**config.mk**
```make
export PLATFORM = sky130hd
export DESIGN_NAME = uart_motor_command_receiver_flat
export DESIGN_NICKNAME = d
export VERILOG_FILES = /design/src/rtl/umcr_pkg.sv /design/src/rtl/umcr_channels.sv /design/src/rtl/umcr_cmd_parser.sv /design/src/rtl/uart_motor_command_receiver.sv /design/src/flat_wrapper.sv
export SDC_FILE = /design/constraint.sdc
export NUM_CORES = 1
export LEC_CHECK = 0
export BUFFER_PORTS_ARGS = -buffer_cell sky130_fd_sc_hd__buf_2
export CORE_MARGIN = 2
export CORE_UTILIZATION = 52
export CTS_CLUSTER_SIZE = 40
export DETAILED_ROUTE_END_ITERATION = 8
export PLACE_DENSITY = 0.68
export SLEW_MARGIN = 10
export SYNTH_ARGS = -nofsm -noshare
export SYNTH_HDL_FRONTEND = slang
export SYNTH_SLANG_ARGS = --single-unit
```
**constraint.sdc**
```tcl
create_clock -name clk -period 5.7 [get_ports clk]
set_input_delay 0.57 -clock clk [delete_from_list [all_inputs] [get_ports clk]]
set_output_delay 0.57 -clock clk [all_outputs]
set_load 0.01 [all_outputs]
```
**src/rtl/umcr_pkg.sv**
```systemverilog
// Shared types and constants for the motor command receiver.
package umcr_pkg;

  localparam int unsigned PERIOD_W = 16;
  localparam int unsigned COUNT_W  = PERIOD_W + 1;
  localparam int unsigned BYTE_W   = 8;

  localparam logic [PERIOD_W-1:0] BIT_PERIOD_RESET = 16'd16;

  localparam logic [BYTE_W-1:0] CMD_FORWARD  = 8'h70;
  localparam logic [BYTE_W-1:0] CMD_BACKWARD = 8'h6F;

  typedef struct packed {
    logic              valid;
    logic [BYTE_W-1:0] data;
  } rx_beat_t;

  typedef struct packed {
    logic [BYTE_W-1:0] fwd;
    logic [BYTE_W-1:0] bwd;
    logic              updated;
  } duty_t;

endpackage

```
**src/rtl/umcr_channels.sv**
```systemverilog
// Line sample and result channel interfaces.
interface umcr_in_if;
  logic valid;
  logic ready;
  logic line_level;

  modport source (output valid, output line_level, input ready);
  modport sink (input valid, input line_level, output ready);
endinterface

interface umcr_out_if;
  logic       valid;
  logic       ready;
  logic [7:0] duty_forward;
  logic [7:0] duty_backward;
  logic       byte_done;
  logic [7:0] rx_byte;
  logic       duty_updated;

  modport source (output valid, output duty_forward, output duty_backward,
                  output byte_done, output rx_byte, output duty_updated,
                  input ready);
  modport sink (input valid, input duty_forward, input duty_backward,
                input byte_done, input rx_byte, input duty_updated,
                output ready);
endinterface

```
**src/rtl/umcr_cmd_parser.sv**
```systemverilog
// Command parser: 'p'/'o' letter followed by a duty byte.
module umcr_cmd_parser (
  input  logic              clk,
  input  logic              rst_n,
  input  umcr_pkg::rx_beat_t rx_beat,
  output umcr_pkg::duty_t    duty_nxt
);
  import umcr_pkg::*;

  typedef enum logic [1:0] {
    CS_LETTER     = 2'd0,
    CS_FWD_VALUE  = 2'd1,
    CS_BACK_VALUE = 2'd2
  } cmd_state_t;

  cmd_state_t        state_r, state_nxt;
  logic [BYTE_W-1:0] fwd_r, bwd_r;

  always_comb begin
    state_nxt        = state_r;
    duty_nxt.fwd     = fwd_r;
    duty_nxt.bwd     = bwd_r;
    duty_nxt.updated = 1'b0;
    if (rx_beat.valid) begin
      case (state_r)
        CS_FWD_VALUE: begin
          duty_nxt.fwd     = rx_beat.data;
          duty_nxt.bwd     = '0;
          duty_nxt.updated = 1'b1;
          state_nxt        = (rx_beat.data == CMD_BACKWARD) ? CS_BACK_VALUE : CS_LETTER;
        end
        CS_BACK_VALUE: begin
          duty_nxt.bwd     = rx_beat.data;
          duty_nxt.fwd     = '0;
          duty_nxt.updated = 1'b1;
          state_nxt        = CS_LETTER;
        end
        default: begin
          if (rx_beat.data == CMD_FORWARD) begin
            state_nxt = CS_FWD_VALUE;
          end else if (rx_beat.data == CMD_BACKWARD) begin
            state_nxt = CS_BACK_VALUE;
          end else begin
            state_nxt = CS_LETTER;
          end
        end
      endcase
    end
  end

  always_ff @(posedge clk) begin
    if (!rst_n) begin
      state_r <= CS_LETTER;
      fwd_r   <= '0;
      bwd_r   <= '0;
    end else begin
      state_r <= state_nxt;
      fwd_r   <= duty_nxt.fwd;
      bwd_r   <= duty_nxt.bwd;
    end
  end

endmodule

```
**src/rtl/uart_motor_command_receiver.sv**
```systemverilog
// Top level: 8N1 serial receiver feeding the motor duty command parser.
//
// Usage: in_ch carries one sampled level of the serial receive line per
// beat; every accepted beat is one receiver tick and yields exactly one
// beat on out_ch with the forward and backward duties after that tick,
// a byte-complete flag with the received byte (zero otherwise) and a flag
// that is high when a command value changed the duties.
// cfg_wr_en/cfg_wr_data write bit_period, the number of ticks per serial
// bit; write it only while no result is outstanding.
// Latency: the result of a line beat is presented on the cycle after it is
// accepted, from the output register.
// Throughput: one line beat per cycle unless a waiting result stalls;
// receive counters and parser update in one registered step per beat.
// Stall: while out_ch.ready is low a waiting result holds and in_ch.ready
// drops; the tick counters advance only on accepted beats, so stalls do
// not disturb bit timing measured in beats.
// Reset: rst_n (synchronous, active low) returns the receiver to idle,
// clears both duties and the parser, empties the output register and sets
// bit_period to 16.
module uart_motor_command_receiver (
  input  logic                          clk,
  input  logic                          rst_n,
  umcr_in_if.sink                       in_ch,
  umcr_out_if.source                    out_ch,
  input  logic                          cfg_wr_en,
  input  logic [umcr_pkg::PERIOD_W-1:0] cfg_wr_data
);
  import umcr_pkg::*;

  typedef enum logic [1:0] {
    PH_IDLE  = 2'd0,
    PH_DATA  = 2'd1,
    PH_GUARD = 2'd2
  } rx_phase_t;

  rx_phase_t          phase_r, phase_nxt;
  logic [COUNT_W-1:0] tick_r, tick_nxt;
  logic [2:0]         bit_idx_r, bit_idx_nxt;
  logic [BYTE_W-1:0]  shift_r, shift_nxt;
  logic [PERIOD_W-1:0] period_r;

  logic               out_valid_r;
  logic [BYTE_W-1:0]  out_fwd_r, out_bwd_r, out_byte_r;
  logic               out_done_r, out_upd_r;

  logic               in_acc;
  logic [COUNT_W-1:0] long_wait, target, tick_inc;
  rx_beat_t           rx_beat;
  duty_t              duty_nxt;

  assign in_ch.ready = !out_valid_r || out_ch.ready;
  assign in_acc      = in_ch.valid && in_ch.ready;

  assign long_wait = {1'b0, period_r} + {2'b00, period_r[PERIOD_W-1:1]};
  assign target    = (bit_idx_r == 3'd0) ? long_wait : {1'b0, period_r};
  assign tick_inc  = tick_r + 1'b1;

  always_comb begin
    phase_nxt    = phase_r;
    tick_nxt     = tick_r;
    bit_idx_nxt  = bit_idx_r;
    shift_nxt    = shift_r;
    rx_beat      = '0;
    case (phase_r)
      PH_DATA: begin
        tick_nxt = tick_inc;
        if (tick_inc >= target) begin
          tick_nxt = '0;
          shift_nxt[bit_idx_r] = shift_r[bit_idx_r] | in_ch.line_level;
          if (bit_idx_r == 3'd7) begin
            phase_nxt   = PH_GUARD;
            bit_idx_nxt = '0;
          end else begin
            bit_idx_nxt = bit_idx_r + 1'b1;
          end
        end
      end
      PH_GUARD: begin
        tick_nxt = tick_inc;
        if (tick_inc >= long_wait) begin
          tick_nxt     = '0;
          phase_nxt    = PH_IDLE;
          rx_beat.valid = 1'b1;
          rx_beat.data  = shift_r;
        end
      end
      default: begin
        phase_nxt = PH_IDLE;
        if (!in_ch.line_level) begin
          phase_nxt   = PH_DATA;
          tick_nxt    = '0;
          bit_idx_nxt = '0;
          shift_nxt   = '0;
        end
      end
    endcase
    rx_beat.valid = rx_beat.valid && in_acc;
  end

  umcr_cmd_parser u_parser (
    .clk      (clk),
    .rst_n    (rst_n),
    .rx_beat  (rx_beat),
    .duty_nxt (duty_nxt)
  );

  always_ff @(posedge clk) begin
    if (!rst_n) begin
      phase_r     <= PH_IDLE;
      tick_r      <= '0;
      bit_idx_r   <= '0;
      shift_r     <= '0;
      period_r    <= BIT_PERIOD_RESET;
      out_valid_r <= 1'b0;
    end else begin
      if (cfg_wr_en) begin
        period_r <= cfg_wr_data;
      end
      if (in_acc) begin
        phase_r     <= phase_nxt;
        tick_r      <= tick_nxt;
        bit_idx_r   <= bit_idx_nxt;
        shift_r     <= shift_nxt;
        out_valid_r <= 1'b1;
      end else if (out_ch.ready) begin
        out_valid_r <= 1'b0;
      end
    end
  end

  always_ff @(posedge clk) begin
    if (in_acc) begin
      out_fwd_r  <= duty_nxt.fwd;
      out_bwd_r  <= duty_nxt.bwd;
      out_done_r <= rx_beat.valid;
      out_byte_r <= rx_beat.valid ? rx_beat.data : '0;
      out_upd_r  <= duty_nxt.updated;
    end
  end

  assign out_ch.valid         = out_valid_r;
  assign out_ch.duty_forward  = out_fwd_r;
  assign out_ch.duty_backward = out_bwd_r;
  assign out_ch.byte_done     = out_done_r;
  assign out_ch.rx_byte       = out_byte_r;
  assign out_ch.duty_updated  = out_upd_r;

  a_upd_needs_byte: assert property (@(posedge clk) disable iff (!rst_n)
    out_ch.valid && out_ch.duty_updated |-> out_ch.byte_done)
    else $error("duty update without a completed byte");

  a_one_duty_zero: assert property (@(posedge clk) disable iff (!rst_n)
    out_ch.valid && out_ch.duty_updated |->
      (out_ch.duty_forward == '0) || (out_ch.duty_backward == '0))
    else $error("both duties non-zero after a command");

  a_idle_byte_zero: assert property (@(posedge clk) disable iff (!rst_n)
    out_ch.valid && !out_ch.byte_done |-> out_ch.rx_byte == '0)
    else $error("byte shown without byte_done");

  a_guard_index: assert property (@(posedge clk) disable iff (!rst_n)
    phase_r == PH_GUARD |-> bit_idx_r == 3'd0)
    else $error("bit index not cleared in guard phase");

  a_done_from_guard: assert property (@(posedge clk) disable iff (!rst_n)
    in_acc && rx_beat.valid |=> phase_r == PH_IDLE && out_ch.byte_done)
    else $error("byte completion did not return receiver to idle");

endmodule

```
**src/flat_wrapper.sv**
```systemverilog
// flat-port wrapper written by rule: the top's interface ports become plain ports
module uart_motor_command_receiver_flat import umcr_pkg::*;
  (clk, rst_n, cfg_wr_en, cfg_wr_data, in_ch_valid, in_ch_line_level, in_ch_ready, out_ch_valid, out_ch_duty_forward, out_ch_duty_backward, out_ch_byte_done, out_ch_rx_byte, out_ch_duty_updated, out_ch_ready);
  umcr_in_if in_ch_i ();
  umcr_out_if out_ch_i ();
  input  logic clk;
  input  logic rst_n;
  input  logic cfg_wr_en;
  input  logic [umcr_pkg::PERIOD_W-1:0] cfg_wr_data;
  input wire logic [$bits(in_ch_i.valid)-1:0] in_ch_valid;
  input wire logic [$bits(in_ch_i.line_level)-1:0] in_ch_line_level;
  output wire logic [$bits(in_ch_i.ready)-1:0] in_ch_ready;
  output wire logic [$bits(out_ch_i.valid)-1:0] out_ch_valid;
  output wire logic [$bits(out_ch_i.duty_forward)-1:0] out_ch_duty_forward;
  output wire logic [$bits(out_ch_i.duty_backward)-1:0] out_ch_duty_backward;
  output wire logic [$bits(out_ch_i.byte_done)-1:0] out_ch_byte_done;
  output wire logic [$bits(out_ch_i.rx_byte)-1:0] out_ch_rx_byte;
  output wire logic [$bits(out_ch_i.duty_updated)-1:0] out_ch_duty_updated;
  input wire logic [$bits(out_ch_i.ready)-1:0] out_ch_ready;
  assign in_ch_i.valid = in_ch_valid;
  assign in_ch_i.line_level = in_ch_line_level;
  assign in_ch_ready = in_ch_i.ready;
  assign out_ch_valid = out_ch_i.valid;
  assign out_ch_duty_forward = out_ch_i.duty_forward;
  assign out_ch_duty_backward = out_ch_i.duty_backward;
  assign out_ch_byte_done = out_ch_i.byte_done;
  assign out_ch_rx_byte = out_ch_i.rx_byte;
  assign out_ch_duty_updated = out_ch_i.duty_updated;
  assign out_ch_i.ready = out_ch_ready;
  uart_motor_command_receiver u_core (.clk(clk), .rst_n(rst_n), .in_ch(in_ch_i), .out_ch(out_ch_i), .cfg_wr_en(cfg_wr_en), .cfg_wr_data(cfg_wr_data));
endmodule
```
* Word level (Yosys, flattened, before mapping)
Cells that the tools add are included.
Operators by class: muxes and demuxes 31, magnitude comparators 4, bitwise operators 2, add/sub/neg operators 3, equality and inequality tests 12, reductions and logical operators 10
Operators with widths (count):
- $mux 17 | 5
- $pmux 17 s2 | 2
- $ge 17x17->1 | 2
- $mux 9 | 2
- $add 16x15->17 | 1
- $add 17x1->17 const B | 1
- $eq 8x7->1 const B | 2
- $mux 8 | 2
- $pmux 8 s2 | 1
- $mux 2 | 5
- $mux 3 | 3
- $bwmux 8 | 1
- $ne 2x1->1 const B | 4
- $pmux 2 s2 | 2
- $reduce_and 4->1 | 2
- $pmux 3 s2 | 1
- $mux 1 | 5
- $eq 2x1->1 const B | 2
- $eq 2x2->1 const B | 2
- $lt 3x4->1 const B | 1
- $add 3x1->3 const B | 1
- $bmux 1 s3 | 1
- $demux 1 s3 | 1
- $eq 3x3->1 const B | 1
- 10 further kinds | 12
Storage, ports and cells: word-level logic and storage cells 76, bits in registers 91, output and inout bits 28

* Longest topological paths before layout
depth after elaboration 8, depth in mapped cells 16

* Modules after synthesis
From an unflattened synthesis, not the netlist that was laid out.
Unflattened totals: cells, all modules 616, area, all modules 5801.8 µm²
Modules (own cells, without submodules):
- uart_motor_command_receiver | area an instance 4855.9 µm², times used 1, cells an instance 510, sequential area each 1721.7 µm²
- umcr_cmd_parser | area an instance 945.9 µm², times used 1, cells an instance 106, sequential area each 360.3 µm²

* Worst setup path after synthesis
OpenSTA, ideal clock, no wires.
kind register to register, start point reg u_core.period_r[1], end point reg u_core.out_fwd_r[4], in the netlist u_core.out_ch.duty_forward[4] (data pin), library setup time 0.262 ns, path slack 1.355 ns, stages on the path, launching flop included 16, required time 5.438 ns, arrival time 4.083 ns, cells stage by stage dfxtp_1 -> ha_1 -> fa_1 -> a21oi_1 -> o21bai_1 -> a2111o_1 -> a2111oi_4 -> o21a_1 -> nor2_1 -> ha_1 -> nand4_2 -> nor4_4 -> a211oi_2 -> nor3_4 -> buf_6 -> mux2_1
RTL lines:
- from (decl) | line uart_motor_command_receiver.sv:40 | logic [PERIOD_W-1:0] period_r;
- from (signal assigned) | line uart_motor_command_receiver.sv:117 | period_r <= cfg_wr_data;
- to (signal assigned) | line uart_motor_command_receiver.sv:133 | out_fwd_r <= duty_nxt.fwd;
- to (decl) | line uart_motor_command_receiver.sv:43 | logic [BYTE_W-1:0] out_fwd_r, out_bwd_r, out_byte_r;

* Final worst setup path
start point reg u_core.period_r[1], end point reg u_core.tick_r[2]
Between the ends: longest elaborated chain between the ends 5, elaborated cells on any way between the ends 7, those cells by class add/sub: 1; order compare: 2; mux: 4
RTL lines:
- $add 16x15->17 | line uart_motor_command_receiver.sv:54 | assign long_wait = {1'b0, period_r} + {2'b00, period_r[PERIOD_W-1:1]};
- $mux 17 | line uart_motor_command_receiver.sv:55 | assign target = (bit_idx_r == 3'd0) ? long_wait : {1'b0, period_r};
- $ge 17x17->1 | line uart_motor_command_receiver.sv:67 | if (tick_inc >= target) begin
- $mux 17 | line uart_motor_command_receiver.sv:67
- $pmux 17 s2 (*) | line uart_motor_command_receiver.sv:64 | case (phase_r)
- to (signal assigned) | line uart_motor_command_receiver.sv:121 | tick_r <= tick_nxt;
- to (decl) | line uart_motor_command_receiver.sv:37 | logic [COUNT_W-1:0] tick_r, tick_nxt;
Every way passes the cells marked *; elsewhere a longest branch is shown, timed or not. A chain may end at the register's enable or synchronous reset.

==> results.py <==
metrics = {
    "status": {
        "outcome": "finished with violations",
        "violations": "design-rule violations",
    },
    "timing": {
        "rsz0062_at_grt": "no",
        "setup_slack_ps": 843,
        "final_period_utilization_pct": 85.2,
        "count_of_pins_over_their_slew_limit": 0,
        "worstMarginPinSlew_ps": 1060,
        "slew_headroom_pct": 29.5,
        "period_needed_ps": 4860,
        "setup_viol": 0,
        "fmax_ghz": 0.206,
        "skew_ps": 6.06,
        "timing_hold_violations_final": 0,
        "fin_tns_setup_ps": 0,
    },
    "floorplan": {
        "initial_core_util_pct": 53.6,
        "io-pin-count": 50,
        "core_area_mm2": 0.0115,
        "die_x_um": 113,
        "core.rowCount": 39,
        "die-area_mm2": 0.0127,
        "die_height_um": 113,
    },
    "logic_synthesis": {
        "async_flop_share_pct": 0,
        "syn_avg_cell_area_um2": 9.23,
        "synth.mux.area_fraction_pct": 9.17,
        "combinational_family_with_the_most_area_after_synthesis": "simple AND/OR/NAND/NOR gates",
        "syn_area_mm2": 0.00617,
        "synth-compound-area-share_pct": 17.9,
        "synthCells": 668,
        "synth-simple-area-share_pct": 19.1,
        "synth_seq_cells": 91,
        "synth_top_cell_by_area": "sky130_fd_sc_hd__dfxtp_1",
        "fraction_of_the_mapped_netlist_area_in_adder_cells_pct": 12.3,
        "synth_warnings": 0,
        "synth.area.top_cells": "sky130_fd_sc_hd__dfxtp_1 21%, sky130_fd_sc_hd__edfxtp_1 13%, sky130_fd_sc_hd__ha_1 12%",
        "yosys.area_share.xor_xnor_pct": 4.12,
        "ys_seq_area_share_pct": 33.8,
        "ys.flop_type": "sky130_fd_sc_hd__dfxtp_1",
        "synth_enable_flop_cells": 26,
        "total_nets_after_synthesis": 750,
        "yosysUniqueCellTypes": 71,
        "netlist.area_leader.share_pct": 21.1,
    },
    "pwr": {
        "power.sequential.fraction_pct": 45.4,
        "combPwrFrac_pct": 15.9,
        "power.share.switching_pct": 27.3,
        "static_leakage_nw": 2.81,
        "vdd.ir_drop.worst_uv": 173,
        "p_switching_w": 0.000419,
        "power_per_cell_area_mw_per_mm2": 226,
        "power.clock.fraction_pct": 38.7,
        "cell_internal_pwr_w": 0.00111,
    },
    "cells_and_area": {
        "filler_cell_count": 1038,
        "diodes": 0,
        "multi_input_comb_area_mm2": 0.00386,
        "layout_cells_sized_above_1_pct": 12.7,
        "area_growth_pct": 10.0,
        "layout.nets": 787,
        "seqCellArea_mm2": 0.00208,
        "final_common_cell": "sky130_fd_sc_hd__nand2_1",
        "leading_cell_types_in_the_layout_fill_and_taps_excluded": "92 x sky130_fd_sc_hd__nand2_1, 65 x sky130_fd_sc_hd__dfxtp_1, 59 x sky130_fd_sc_hd__ha_1",
        "final_util_pct": 58.9,
    },
    "worst_hold_path": {
        "min-delay-path-class": "input pin to flip-flop",
        "timing.hold.worst_path_depth": 3,
        "timing.hold.worst_endpoint": "u_core.period_r[4]",
        "min_from": "cfg_wr_data[4]",
    },
    "clocking": {
        "worst_skew_pair.late_latency_ps": 350,
        "postCtsResizedCells": 0,
        "cts.clk_slew.worst_paths_ps": 60,
        "post_cts.repair.setup_buffers": 0,
        "clock_tree_from_tritoncts": "done",
        "holdBufCountCts": 0,
        "clk_root_buffer_cell": "sky130_fd_sc_hd__clkbuf_16",
        "cts_buffer_depth": 2,
        "ctsHtreeMaxLevel": 3,
        "cts_made_buffers": 9,
        "cts.sink_count": 91,
    },
    "place": {
        "place.detailed.hpwl_um": 10400,
        "gp_routability_congestion": 0.885,
        "dpl_worst_slack_ps": 850,
        "placement.io_buffers": 49,
    },
    "critical_path": {
        "worstSetupPathType": "flip-flop to flip-flop",
        "cp_cell_sequence": "ha_1, fa_1, a21oi_1, o21bai_1, a2111o_1, a2111oi_4, nor3_1, o31ai_1, ha_1, a21oi_1, o2111ai_1, a2111o_1, o21ai_2, o21ai_1, a211oi_1",
        "timing.critical_path.to_type": "flip-flop",
        "worst-endpoint-arrival_ps": 5120,
        "critical_path_required_ps": 5970,
        "timing.critical_path.fanout_max": 16,
        "r2r_cells": 15,
        "r2r_end": "u_core.tick_r[2]",
        "timing.critical_path.slowest_stage_cell": "sky130_fd_sc_hd__o21ai_2",
        "r2r_start": "u_core.period_r[1]",
        "ff2ff_setup_slack_ps": 840,
        "critPathMaxStageDelay_ps": 550,
        "worst_setup_start_kind": "flip-flop",
    },
    "routing": {
        "drtPass1Iterations": 7,
        "routed-via-count": 5047,
        "detail_route.wl_per_cell_um": 16.5,
        "detailedRoute.firstIterationViolations": 275,
        "antenna_violating_nets_post_route": 0,
        "remaining_drc_errors": 6,
        "finalWirelength_um": 14100,
        "vias_per_cell": 5.92,
    },
    "global_route": {
        "grt_antenna_before_repair": 0,
        "grt_start_max_net_pins": 49,
        "grt_remaining_overflow": 0,
        "grt_first_pass_wirelength_um": 23500,
        "number_of_global_route_vias_before_repair": 4789,
        "grt_total_usage_pct": 22.7,
    },
    "flow_run": {
        "cap_violations": 0,
    },
}
[metrics by stage]
| stage | hold slack, ps | area [um^2] | std cells | total power (W) |
|---|---|---|---|---|
| 2_1_floorplan | 431 | 6170 | 668 | 0.000892 |
| 3_3_place_gp | 438 | 6490 | 837 | 0.000945 |
| 3_5_place_dp | 448 | 6490 | 837 | 0.000955 |
| 4_1_cts | 430 | 6780 | 853 | 0.00155 |
| 5_1_grt | 457 | 6780 | 853 | 0.00160 |
| 6_report | 442 | 6780 | 853 | 0.00153 |
[cells by family (layout without fill, tap and decap cells)]
logic type,after synthesis,after routing
compound gates,147,147
buf+inv,52,94
flops,91,91
fa+ha+maj,60,60
mux,52,52
simple gates,237,237
xor+xnor,29,29
[synthesized netlist by cell type, types with 10 or more instances]
cell type and instances:
sky130_fd_sc_hd__a21oi_1 40, sky130_fd_sc_hd__and2_1 19, sky130_fd_sc_hd__and3_1 12, sky130_fd_sc_hd__clkbuf_1 19
sky130_fd_sc_hd__dfxtp_1 65, sky130_fd_sc_hd__edfxtp_1 26, sky130_fd_sc_hd__ha_1 59, sky130_fd_sc_hd__inv_1 23
sky130_fd_sc_hd__mux2_1 13, sky130_fd_sc_hd__mux2i_1 34, sky130_fd_sc_hd__nand2_1 92, sky130_fd_sc_hd__nand2b_1 10
sky130_fd_sc_hd__nand3_1 18, sky130_fd_sc_hd__nor2_1 46, sky130_fd_sc_hd__o211ai_1 11, sky130_fd_sc_hd__o21a_1 14
sky130_fd_sc_hd__o21ai_0 12, sky130_fd_sc_hd__xnor2_1 17, sky130_fd_sc_hd__xor2_1 12
[final cells by class]
cell class,instances,area share (%)
clock buffer,9,3.32
clock inverter,7,0.996
inverter,24,1.33
multi-input combinational,525,56.9
sequential,91,30.7
tap,143,2.64
timing repair buffer,54,4.17
[worst max-delay path: cells and delay by family, from the launching register on]
kind | cells | cell delay, ps
DFF | 1 | 370
AOI/OAI and AO/OA | 11 | 3380
adders and majority gates | 3 | 920
and+or+nand+nor | 1 | 100
[power groups by stage]
stage                     sequential, W  clock [W]  combinational [W]
after floorplan                0.000711          0           0.000181
after global placement         0.000709          0           0.000236
after detailed placement       0.000711          0           0.000244
after CTS                      0.000696   0.000607           0.000244
after global routing           0.000698   0.000624           0.000274
final                          0.000696   0.000593           0.000244
[sequential cells by signal, summed over array words and instances, names as in the netlist]
register                     flops
u_core.u_parser.state_r          2
u_core.bit_idx_r                 3
u_core.out_ch.byte_done          1
u_core.phase_r                   2
u_core.out_ch.duty_updated       1
u_core.u_parser.fwd_r            8
u_core.shift_r                   8
u_core.out_ch.duty_forward       8
u_core.period_r                 16
u_core.out_ch.valid              1
u_core.out_ch.duty_backward      8
u_core.tick_r                   17
u_core.u_parser.bwd_r            8
u_core.out_ch.rx_byte            8
[worst max path at each step]
| stage | start | end | cells after the start |
|---|---|---|---|
| after floorplan | u_core.period_r[1] | u_core.out_ch.duty_forward[4] | 15 |
| after global placement | u_core.period_r[1] | u_core.tick_r[2] | 15 |
| after detailed placement | u_core.period_r[1] | u_core.tick_r[6] | 15 |
| after CTS | u_core.period_r[1] | u_core.tick_r[6] | 15 |
| after global routing | u_core.period_r[1] | u_core.tick_r[6] | 15 |
| final | u_core.period_r[1] | u_core.tick_r[2] | 15 |
[metal layers]
layer  track usage (%)  vias up  share of wire, %
li1                  -     2514                 -
met1              32.4     2407                49
met2              36.3      120                46
met3              3.54        6               4.8
met4              6.10        0              0.70
met5                 0        -                 0
Power figures use the tool's default switching activity.
